`src/rtl/core/assert_macros.svh`:
```
// Assertion macros shared by the polyline offset RTL.
// Depends on nothing; users must have clk and arst_n in scope.
`ifndef ASSERT_MACROS_SVH
`define ASSERT_MACROS_SVH

// Same-cycle implication, checked out of reset.
`define PMO_ASSERT_IMP(lbl, ante, cons) \
	lbl: assert property (@(posedge clk) disable iff (!arst_n) (ante) |-> (cons)) \
	else $error("pmo assertion failed");

// Next-cycle implication, checked out of reset.
`define PMO_ASSERT_NXT(lbl, ante, cons) \
	lbl: assert property (@(posedge clk) disable iff (!arst_n) (ante) |=> (cons)) \
	else $error("pmo assertion failed");

`endif

```
`src/rtl/core/pmo_pkg.sv`:
```
// Package for the polyline offset block: widths, constants, sequencer codes.
// No dependencies.
package pmo_pkg;

	localparam int COORD_WIDTH_DEF = 32;
	localparam int OFF_W           = 16;
	localparam int UNIT_W          = 32;
	localparam int PROD_W          = 64;
	localparam int DIV_NUM_W       = 64;
	localparam int DIV_DEN_W       = 32;
	localparam int SH_W            = 32;

	localparam logic [DIV_DEN_W-1:0] UNIT_ONE = 32'h4000_0000;
	localparam logic [DIV_DEN_W-1:0] COS_MIN  = 32'd10737418;

	typedef enum logic [4:0] {
		ST_IDLE,
		ST_BEGIN,
		ST_MAG,
		ST_NORM,
		ST_SQ,
		ST_SQRT,
		ST_SQRT_W,
		ST_UDIV,
		ST_UDIV_W,
		ST_RET,
		ST_DOT,
		ST_COS,
		ST_SMUL,
		ST_SDIV,
		ST_SDIV_W,
		ST_OUT,
		ST_NEXT,
		ST_UPDATE
	} state_t;

	typedef enum logic [2:0] {
		PH_END0,
		PH_C2L,
		PH_C2N,
		PH_BIS,
		PH_FIN
	} phase_t;

	typedef struct packed {
		logic                 start;
		logic [DIV_NUM_W-1:0] num;
		logic [DIV_DEN_W-1:0] den;
	} div_req_t;

	typedef struct packed {
		logic busy;
		logic done;
	} unit_stat_t;

endpackage

```
`src/rtl/core/pmo_mul.sv`:
```
// Shared signed 32x32 multiplier with a registered product.
// Depends on pmo_pkg.
module pmo_mul (
	input  logic                              clk,
	input  logic signed [pmo_pkg::UNIT_W-1:0] a,
	input  logic signed [pmo_pkg::UNIT_W-1:0] b,
	output logic signed [pmo_pkg::PROD_W-1:0] p
);

	always_ff @(posedge clk) begin
		p <= a * b;
	end

endmodule

```
`config.mk`:
```
export PLATFORM = sky130hd
export DESIGN_NAME = pmo_mul
export DESIGN_NICKNAME = d
export VERILOG_FILES = /design/src/rtl/core/assert_macros.svh /design/src/rtl/core/pmo_pkg.sv /design/src/rtl/core/pmo_mul.sv
export SDC_FILE = /design/constraint.sdc
export NUM_CORES = 2
export LEC_CHECK = 0
export BUFFER_PORTS_ARGS = -buffer_cell sky130_fd_sc_hd__buf_2
export CAP_MARGIN = 20
export CORE_MARGIN = 2
export CORE_UTILIZATION = 45
export CTS_CLUSTER_DIAMETER = 150
export CTS_CLUSTER_SIZE = 16
export DETAILED_ROUTE_END_ITERATION = 10
export GPL_ROUTABILITY_DRIVEN = 0
export PLACE_DENSITY_LB_ADDON = 0.25
export SYNTH_ARGS = -nofsm -noshare
export SYNTH_HDL_FRONTEND = slang
export SYNTH_SLANG_ARGS = --single-unit
```
`constraint.sdc`:
```
create_clock -name clk -period 17.22 [get_ports clk]
set_input_delay 0 -clock clk [delete_from_list [all_inputs] [get_ports clk]]
set_output_delay 0 -clock clk [all_outputs]
set_load 0.03 [all_outputs]
```
==> flow_summary.ini <==
[run_status]
status = finished, final reports clean

[global_routing]
grt_max_degree = 33
first_global_vias = 28750
gr-total-overflow = 0
grt.total_usage_pct = 25.58
grt_pass1_wl_um = 165600
antenna_found_initial = 8

[detailed_routing]
drc = 0
dr.pass1.iters = 7
viasPerCell = 5.198
avgRoutedWirePerCell_um = 20.69
drt_wl_total_um = 101800
antenna_left = 0
via_count = 25580
initialDrtViolationCount = 1418

[critical_path]
arrival_ps = 8680
cp-start-kind = primary input
path_class = in -> reg
slowest_stage = fa_1
slowest_delay_ps = 850
cpMostUsedCell = fa_1
critPathMaxFanout = 32
cp-end-kind = flip-flop
worstPathRequired_ps = 17560

[yosys]
syn-cell-area_um2 = 37240
synth-adder-area-share_pct = 64.34
synthMostInstantiatedCell = fa_1
ys.warnings.count = 0
synth_cell_types = 63
synth_flop_cell = dfxtp_1
yosysTopAreaCell = fa_1
synthMuxAreaShare_pct = 0
avgSynthCellArea_um2 = 9.589
syn_inst = 3884
synthSimpleGateAreaFrac_pct = 15.37
synth_edf_count = 0
synth-compound-area-share_pct = 3.464
synth_area_leaders = fa_1 58%, inv_1 9.6%, and2_1 8.7%, ha_1 6.2%, nand2_1 5.2%
ys_ff_latch = 64
synth_top_area_share_pct = 58.16
async_reset_ff_share_pct = 0
synth_top_family_by_area = adder cells
synthXorXnorAreaFrac_pct = 1.764
ys_top_cells_by_count = 1082 x fa_1, 952 x inv_1, 516 x and2_1, 511 x nand2_1, 195 x clkbuf_1
synth_fp_nets = 5215
seq_area_frac_synth_pct = 3.440

[floorplan]
chipHeight_um = 291.7
die_area_um2 = 85080
fp.dieW_um = 291.7
rows = 105
core_area_um2 = 81980
pin_count = 129
initial_core_util_pct = 45.43

[cts]
cts-root-buf = clkbuf_16
clkSlewWorstSetupHoldPaths_ps = 70
clock_path_buffers = 2
clock_sinks = 64
cts_tree = done
cts_htree_levels = 3
ctsResizeCount = 0
cts_buffers = 9
hold_buffers = 0
post_cts_buffers = 0

[placed_design]
io_buffers = 128
hpwl_um = 79740
dp_cells = 4904

[sta]
rsz0062_at_grt = no
finalHoldViolations = 0
worst_pin_slew_ps = 979.4
layout_min_cycle_time_ps = 8336
slew_headroom_pct = 34.71
setup_viol = 0
fin_crit_sh_pct = 48.41
fmax_mhz = 120.0
report.final.slew_viol_count = 0
tns_ps = 0

[flow_run]
max_cap_viol_count = 0

[min_path]
hold_class = in -> reg

[finish]
multi_input_area_um2 = 31630
nFillCells = 7835
layout-drive-gt1-share_pct = 4.857
syn_to_final_growth_pct = 4.583
regArea_um2 = 1281
top_register = p
largest_register_ffs = 64
instances_no_fill = 4921
largest_registers = p x64
fin_util_pct = 47.51
final_nets = 5176
==> worst max-delay path: cells and delay by family <==
family,cells,cell delay (ps)
xor gates and xnor gates,1,160
adders and majority gates,9,4740
and+or+nand+nor,4,910
AOI/OAI and AO/OA,3,960
buffers and inverters,8,1840
==> per-stage QoR <==
step / setup slack, ps / instance area (um^2) / hold slack (ps)
floorplan: 9959 / 37240 / 127.3
global placement: 8606 / 38630 / 435.7
detailed placement: 8506 / 38630 / 433.6
CTS: 8877 / 38950 / 154.7
global route: 8364 / 38950 / 193.7
finish: 8884 / 38950 / 170.3
==> worst paths after layout <==
kind,startpoint,cells past startpoint,slack [ps],to
max,a[31],25,8880,p[62]
min,a[0],3,170,p[0]
==> cell type report <==
class / instances / area share (%)
antenna: 1 / 0.006425
clock buffer: 11 / 0.5975
clock inverter: 5 / 0.2088
inverter: 952 / 9.175
multi-input combinational: 2668 / 81.22
sequential: 64 / 3.290
tap: 1070 / 3.437
timing repair buffer: 150 / 2.069
==> cell families after synthesis <==
logic type                 count (synthesis)
buffers and inverters                   1152
xor gates and xnor gates                  75
AOI/OAI and AO/OA                        193
DFF                                       64
adders and majority gates               1266
and+or+nand+nor                         1134
==> routing by layer <==
metal	vias up	GRT usage, %	routed length [um]
met5	-	0	86
met4	14	8.172	3248
met3	186	3.973	5978
met2	810	44.19	51740
met1	13600	33.05	40740
li1	10970	-	-
==> cells in the final DEF, fill, tap and decap left out, types with 15 or more instances in the layout <==
cell | Yosys | routed
xor2_1 | 22 | 22
inv_1 | 952 | 952
dfxtp_1 | 64 | 64
nand3_1 | 15 | 15
o21bai_1 | 15 | 15
xnor2_1 | 53 | 53
nand2_1 | 511 | 511
o21ai_0 | 28 | 28
and2_1 | 516 | 516
buf_2 | 3 | 128
nor2_1 | 42 | 42
a21o_1 | 23 | 23
fa_1 | 1082 | 1082
a21oi_1 | 68 | 68
ha_1 | 184 | 184
buf_4 | 0 | 22
Power is left out: the tool's default activity adds up to more than one toggle a clock period on the data nets, which glitch-free logic cannot reach.
