==> config.mk <==
export PLATFORM = sky130hd
export DESIGN_NAME = pmo_div
export DESIGN_NICKNAME = d
export VERILOG_FILES = /design/src/rtl/core/assert_macros.svh /design/src/rtl/core/pmo_pkg.sv /design/src/rtl/core/pmo_div.sv
export SDC_FILE = /design/constraint.sdc
export NUM_CORES = 1
export LEC_CHECK = 0
export BUFFER_PORTS_ARGS = -buffer_cell sky130_fd_sc_hd__buf_2
export CORE_MARGIN = 4
export CORE_UTILIZATION = 55
export DETAILED_ROUTE_END_ITERATION = 8
export PLACE_DENSITY = 0.85
export RECOVER_POWER = 50
export SLEW_MARGIN = 5
export SYNTH_ARGS = -nofsm -noshare
export SYNTH_HDL_FRONTEND = slang
export SYNTH_SLANG_ARGS = --single-unit
==> constraint.sdc <==
create_clock -name clk -period 3.05 [get_ports clk]
set_clock_uncertainty 0.2 [all_clocks]
set_input_delay 0.305 -clock clk [delete_from_list [all_inputs] [get_ports clk]]
set_output_delay 0.305 -clock clk [all_outputs]
set_load 0.01 [all_outputs]
==> src/rtl/core/assert_macros.svh <==
// Assertion macros shared by the polyline offset RTL.
// Depends on nothing; users must have clk and arst_n in scope.
`ifndef ASSERT_MACROS_SVH
`define ASSERT_MACROS_SVH

// Same-cycle implication, checked out of reset.
`define PMO_ASSERT_IMP(lbl, ante, cons) \
	lbl: assert property (@(posedge clk) disable iff (!arst_n) (ante) |-> (cons)) \
	else $error("pmo assertion failed");

// Next-cycle implication, checked out of reset.
`define PMO_ASSERT_NXT(lbl, ante, cons) \
	lbl: assert property (@(posedge clk) disable iff (!arst_n) (ante) |=> (cons)) \
	else $error("pmo assertion failed");

`endif

==> src/rtl/core/pmo_pkg.sv <==
// Package for the polyline offset block: widths, constants, sequencer codes.
// No dependencies.
package pmo_pkg;

	localparam int COORD_WIDTH_DEF = 32;
	localparam int OFF_W           = 16;
	localparam int UNIT_W          = 32;
	localparam int PROD_W          = 64;
	localparam int DIV_NUM_W       = 64;
	localparam int DIV_DEN_W       = 32;
	localparam int SH_W            = 32;

	localparam logic [DIV_DEN_W-1:0] UNIT_ONE = 32'h4000_0000;
	localparam logic [DIV_DEN_W-1:0] COS_MIN  = 32'd10737418;

	typedef enum logic [4:0] {
		ST_IDLE,
		ST_BEGIN,
		ST_MAG,
		ST_NORM,
		ST_SQ,
		ST_SQRT,
		ST_SQRT_W,
		ST_UDIV,
		ST_UDIV_W,
		ST_RET,
		ST_DOT,
		ST_COS,
		ST_SMUL,
		ST_SDIV,
		ST_SDIV_W,
		ST_OUT,
		ST_NEXT,
		ST_UPDATE
	} state_t;

	typedef enum logic [2:0] {
		PH_END0,
		PH_C2L,
		PH_C2N,
		PH_BIS,
		PH_FIN
	} phase_t;

	typedef struct packed {
		logic                 start;
		logic [DIV_NUM_W-1:0] num;
		logic [DIV_DEN_W-1:0] den;
	} div_req_t;

	typedef struct packed {
		logic busy;
		logic done;
	} unit_stat_t;

endpackage

==> src/rtl/core/pmo_div.sv <==
// Restoring unsigned divider, one quotient bit per cycle.
// Depends on pmo_pkg.
module pmo_div (
	input  logic                                 clk,
	input  logic                                 arst_n,
	input  pmo_pkg::div_req_t                    req,
	output pmo_pkg::unit_stat_t                  stat,
	output logic [pmo_pkg::DIV_NUM_W-1:0]        quo
);

	localparam int NW = pmo_pkg::DIV_NUM_W;
	localparam int DW = pmo_pkg::DIV_DEN_W;

	logic [NW-1:0]        quo_q;
	logic [DW-1:0]        rem_q;
	logic [DW-1:0]        den_q;
	logic [$clog2(NW)-1:0] cnt_q;
	logic                 busy_q;
	logic                 done_q;
	logic [DW:0]          trial;
	logic [DW:0]          diff;
	logic                 ge;

	assign trial = {rem_q, quo_q[NW-1]};
	assign diff  = trial - {1'b0, den_q};
	assign ge    = trial >= {1'b0, den_q};

	always_ff @(posedge clk or negedge arst_n) begin
		if (!arst_n) begin
			busy_q <= 1'b0;
			done_q <= 1'b0;
			cnt_q  <= '0;
		end else begin
			done_q <= 1'b0;
			if (req.start) begin
				busy_q <= 1'b1;
				cnt_q  <= ($clog2(NW))'(NW - 1);
			end else if (busy_q) begin
				cnt_q <= cnt_q - 1'b1;
				if (cnt_q == '0) begin
					busy_q <= 1'b0;
					done_q <= 1'b1;
				end
			end
		end
	end

	always_ff @(posedge clk) begin
		if (req.start) begin
			quo_q <= req.num;
			rem_q <= '0;
			den_q <= req.den;
		end else if (busy_q) begin
			quo_q <= {quo_q[NW-2:0], ge};
			rem_q <= ge ? diff[DW-1:0] : trial[DW-1:0];
		end
	end

	assign stat.busy = busy_q;
	assign stat.done = done_q;
	assign quo       = quo_q;

endmodule

==> flow_summary_export.csv <==
group,metric,value,unit
outcome,status,"completed",
final_layout,drive_gt1_frac,0.246,
setup_path,cp.required,3200,ps
synthesis,synth_fa_ha_area_frac,0.0605,
floorplan,dieArea,0.0153,mm2
synthesis,yosysTopAreaCell,"edfxtp_1",
setup_path,rrSetupSlack,60,ps
worst_hold_path,holdCritStartpoint,"req[33]",
setup_path,cp_slowest_cell,"ha_1",
place,dp_slack,45.4,ps
power,combPwrFrac,0.138,
synthesis,synth_top_area_frac,0.392,
global_routing,grt_pass1_wl,35500,um
timing,worst_hold_slack,23.3,ps
route,vias,6650,
timing,setup_slack,56.6,ps
synthesis,synth_xor_area_frac,0.0274,
power,max-vdd-ir-drop,0.416,mV
synthesis,synthFlopType,"edfxtp_1",
clocking,cts_sinks,136,
clocking,cts_tree,"built",
route,detail_route.vias_per_cell,5.95,
timing,slew_violations,0,
synthesis,syn_inst,662,
floorplan,num_rows,41,
power,swShare,0.261,
final_layout,nets,1065,
global_routing,grt.overflow.total,0,
synthesis,yosys-top-cells-count,"96 x edfxtp_1, 64 x mux2_2, 52 x nor2_1",
global_routing,grt_max_degree,65,
final_layout,fillers,796,
timing,setup_violations,0,
place,dpl.cell_count,989,
worst_hold_path,min_path_cells,2,
synthesis,synth-compound-area-share,0.146,
route,dr.pass1.iters,6,
synthesis,synth_mux_area_frac,0.112,
setup_path,path_max_fanout,15,
clocking,cts_root_buf,"clkbuf_16",
power,power_density,498,mW/mm2
power,share_seq_of_total_power,0.446,
floorplan,dieWidth,124,um
setup_path,worstPathCellList,"inv_1 -> ha_1 -> nand4_1 -> or2_2 -> o221a_2 -> nand3_1 -> o21ai_4 -> buf_12 -> o41a_1 -> a211oi_2",
timing,finalHoldViolations,0,
synthesis,ys_types,65,
floorplan,coreArea,0.0129,mm2
synthesis,syn_area,0.00736,mm2
floorplan,start_util,0.572,
worst_hold_path,whs_endpoint,"quo[1]",
synthesis,synth.most_common_cell,"edfxtp_1",
setup_path,arrival,3140,ps
route,drc_errors,0,
setup_path,cp-start-kind,"register",
setup_path,critPathLaunch,"den_q[27]",
synthesis,synth_edf_count,96,
route,drt-initial-drc-count,636,
synthesis,synth.area.top_cells,"edfxtp_1 39%, mux2_2 9.8%, dfxtp_1 8.7%, ha_1 5.8%, a21oi_1 2.7%",
global_routing,grt_pass1_vias,6782,
power,switchingPower,1.29,mW
place,gp_congestion,0.978,
place,io_buffers,164,
route,wl_per_cell,20.8,um
setup_path,r2r_cells,10,
power,p_leak,4.28,nW
timing,worst_pin_slew,829,ps
timing,min_period,2990,ps
setup_path,reg2reg_to,"rem_q[7]",
clocking,clkTransAtPathRegs,60,ps
power,p_clk_frac,0.415,
synthesis,syn-mean-instance-area,11.1,um2
setup_path,end_kind,"register",
synthesis,synthArstFlopShare,0.0588,
floorplan,pin_count,165,
final_layout,area_delta_synth_final,35.3,%
floorplan,die_h,124,um
synthesis,synth_fp_nets,796,
route,drt_wl_total,23200,um
final_layout,finalNonFillerCells,1117,
power,internal_power,3.67,mW
worst_hold_path,min_path_type,"input pin to register",
setup_path,r2r_start,"den_q[27]",
route,ant_nets,0,
global_routing,grt_use_total,0.305,
timing,period_share,0.981,
timing,slew_headroom,0.445,
timing,rsz0062_at_grt,"yes",
clocking,clk_latency,430,ps
synthesis,synth-simple-area-share,0.105,
place,hpwl,13000,um
clocking,clk_path_buf_depth,2,
setup_path,path_class,"register to register",
job,cap_violations,0,
timing,max_freq,334,MHz
global_routing,grt_antenna_before_repair,0,
clocking,htree_levels,4,
synthesis,yosysSeqAreaShare,0.506,
synthesis,ys_ff_latch,136,
clocking,cts_inserted_buffers,17,
setup_path,critPathMaxStageDelay,400,ps
synthesis,synth_top_family_by_area,"compound AO/OA/AOI/OAI gates",
synthesis,ys_warn_count,0,
## cell type report
cell class              instances  area, um2  area share
diodes                          1       2.50    0.000251
flip-flops and latches        136       3720       0.374
clock inverters                14        149      0.0150
repair buffers                280       1880       0.189
inverters                      46        173      0.0173
clock buffers                  18        429      0.0431
multi-input cells             450       3390       0.340
well taps                     172        215      0.0216
## repair_timing
action                     CTS  global route
gates resized for setup      0            14
hold buffers                93             1
setup endpoints to repair    0            33
buffers inserted             0             0
hold endpoints to repair   100             1
## worst max-delay path by stage
| stage | to | cells after the start |
|---|---|---|
| after floorplan | quo[0] | 4 |
| after detailed placement | rem_q[7] | 10 |
| final | rem_q[7] | 10 |
| after global routing | rem_q[7] | 10 |
| after global placement | rem_q[7] | 10 |
| after CTS | rem_q[7] | 10 |
## state kept, by name (all words and copies together) (netlist names)
| signal | cells |
|---|---|
| busy_q | 1 |
| cnt_q | 6 |
| den_q | 32 |
| done_q | 1 |
| quo | 64 |
| rem_q | 32 |
## cells by family (layout without fill, tap and decap cells)
| family | after synthesis | after routing |
|---|---|---|
| xor gates and xnor gates | 23 | 23 |
| adders and majority gates | 35 | 35 |
| and+or+nand+nor | 161 | 161 |
| buffers and inverters | 77 | 358 |
| DFF | 136 | 136 |
| AOI/OAI and AO/OA | 156 | 157 |
| muxes | 74 | 74 |
| other | 0 | 1 |
## per-layer routing
| metal | wire, um | part of all wire | global-route usage |
|---|---|---|---|
| met5 | 0 | 0 | 0 |
| met4 | 822 | 0.035 | 0.135 |
| met3 | 1990 | 0.086 | 0.0840 |
| met2 | 11800 | 0.51 | 0.527 |
| met1 | 8580 | 0.37 | 0.353 |
## cells in the final DEF, fill, tap and decap left out, types with 4 or more instances in the layout
master / n
clkbuf_1: 70
a211oi_1: 20
nor3_1: 16
edfxtp_1: 96
nor4_1: 4
ha_1: 33
dlygate4sd3_1: 94
nand2b_1: 12
o21ai_0: 19
nand4_1: 6
nor2_1: 52
nand2_1: 37
a21o_1: 19
nor2b_1: 6
clkinv_1: 4
o21a_1: 8
buf_2: 95
inv_1: 44
xor2_1: 11
nand3_1: 9
a32oi_1: 6
mux2i_1: 10
clkbuf_16: 17
a21oi_1: 38
xnor2_1: 12
dfrtp_1: 8
and3_1: 4
buf_4: 19
dfxtp_1: 32
mux2_2: 64
clkinv_4: 5
## power groups by stage
stage / Clock [mW] / Sequential, mW / Combinational, mW
floorplan: 0 / 2.26 / 0.282
global placement: 0 / 2.22 / 0.549
detailed placement: 0 / 2.23 / 0.564
CTS: 2.05 / 2.20 / 0.669
global route: 2.15 / 2.23 / 0.734
finish: 2.06 / 2.22 / 0.687
## worst max-delay path, delay by kind of cell, from the launching register on
family	cells	cell delay, ps
buf+inv	2	220
simple gates	3	700
flops	1	350
fa+ha+maj	1	400
compound gates	4	1030
## per-stage QoR
step / instance area [um2] / TNS (ps) / power [mW] / util
detailed placement: 8460 / 0 / 2.79 / 0.657
global placement: 8460 / 0 / 2.77 / 0.657
CTS: 9970 / 0 / 4.92 / 0.774
finish: 9960 / 0 / 4.96 / 0.773
global route: 9950 / -41.3 / 5.11 / 0.773
floorplan: 7360 / 0 / 2.54 / -
Note: power is estimated with default switching activity, not from simulation.
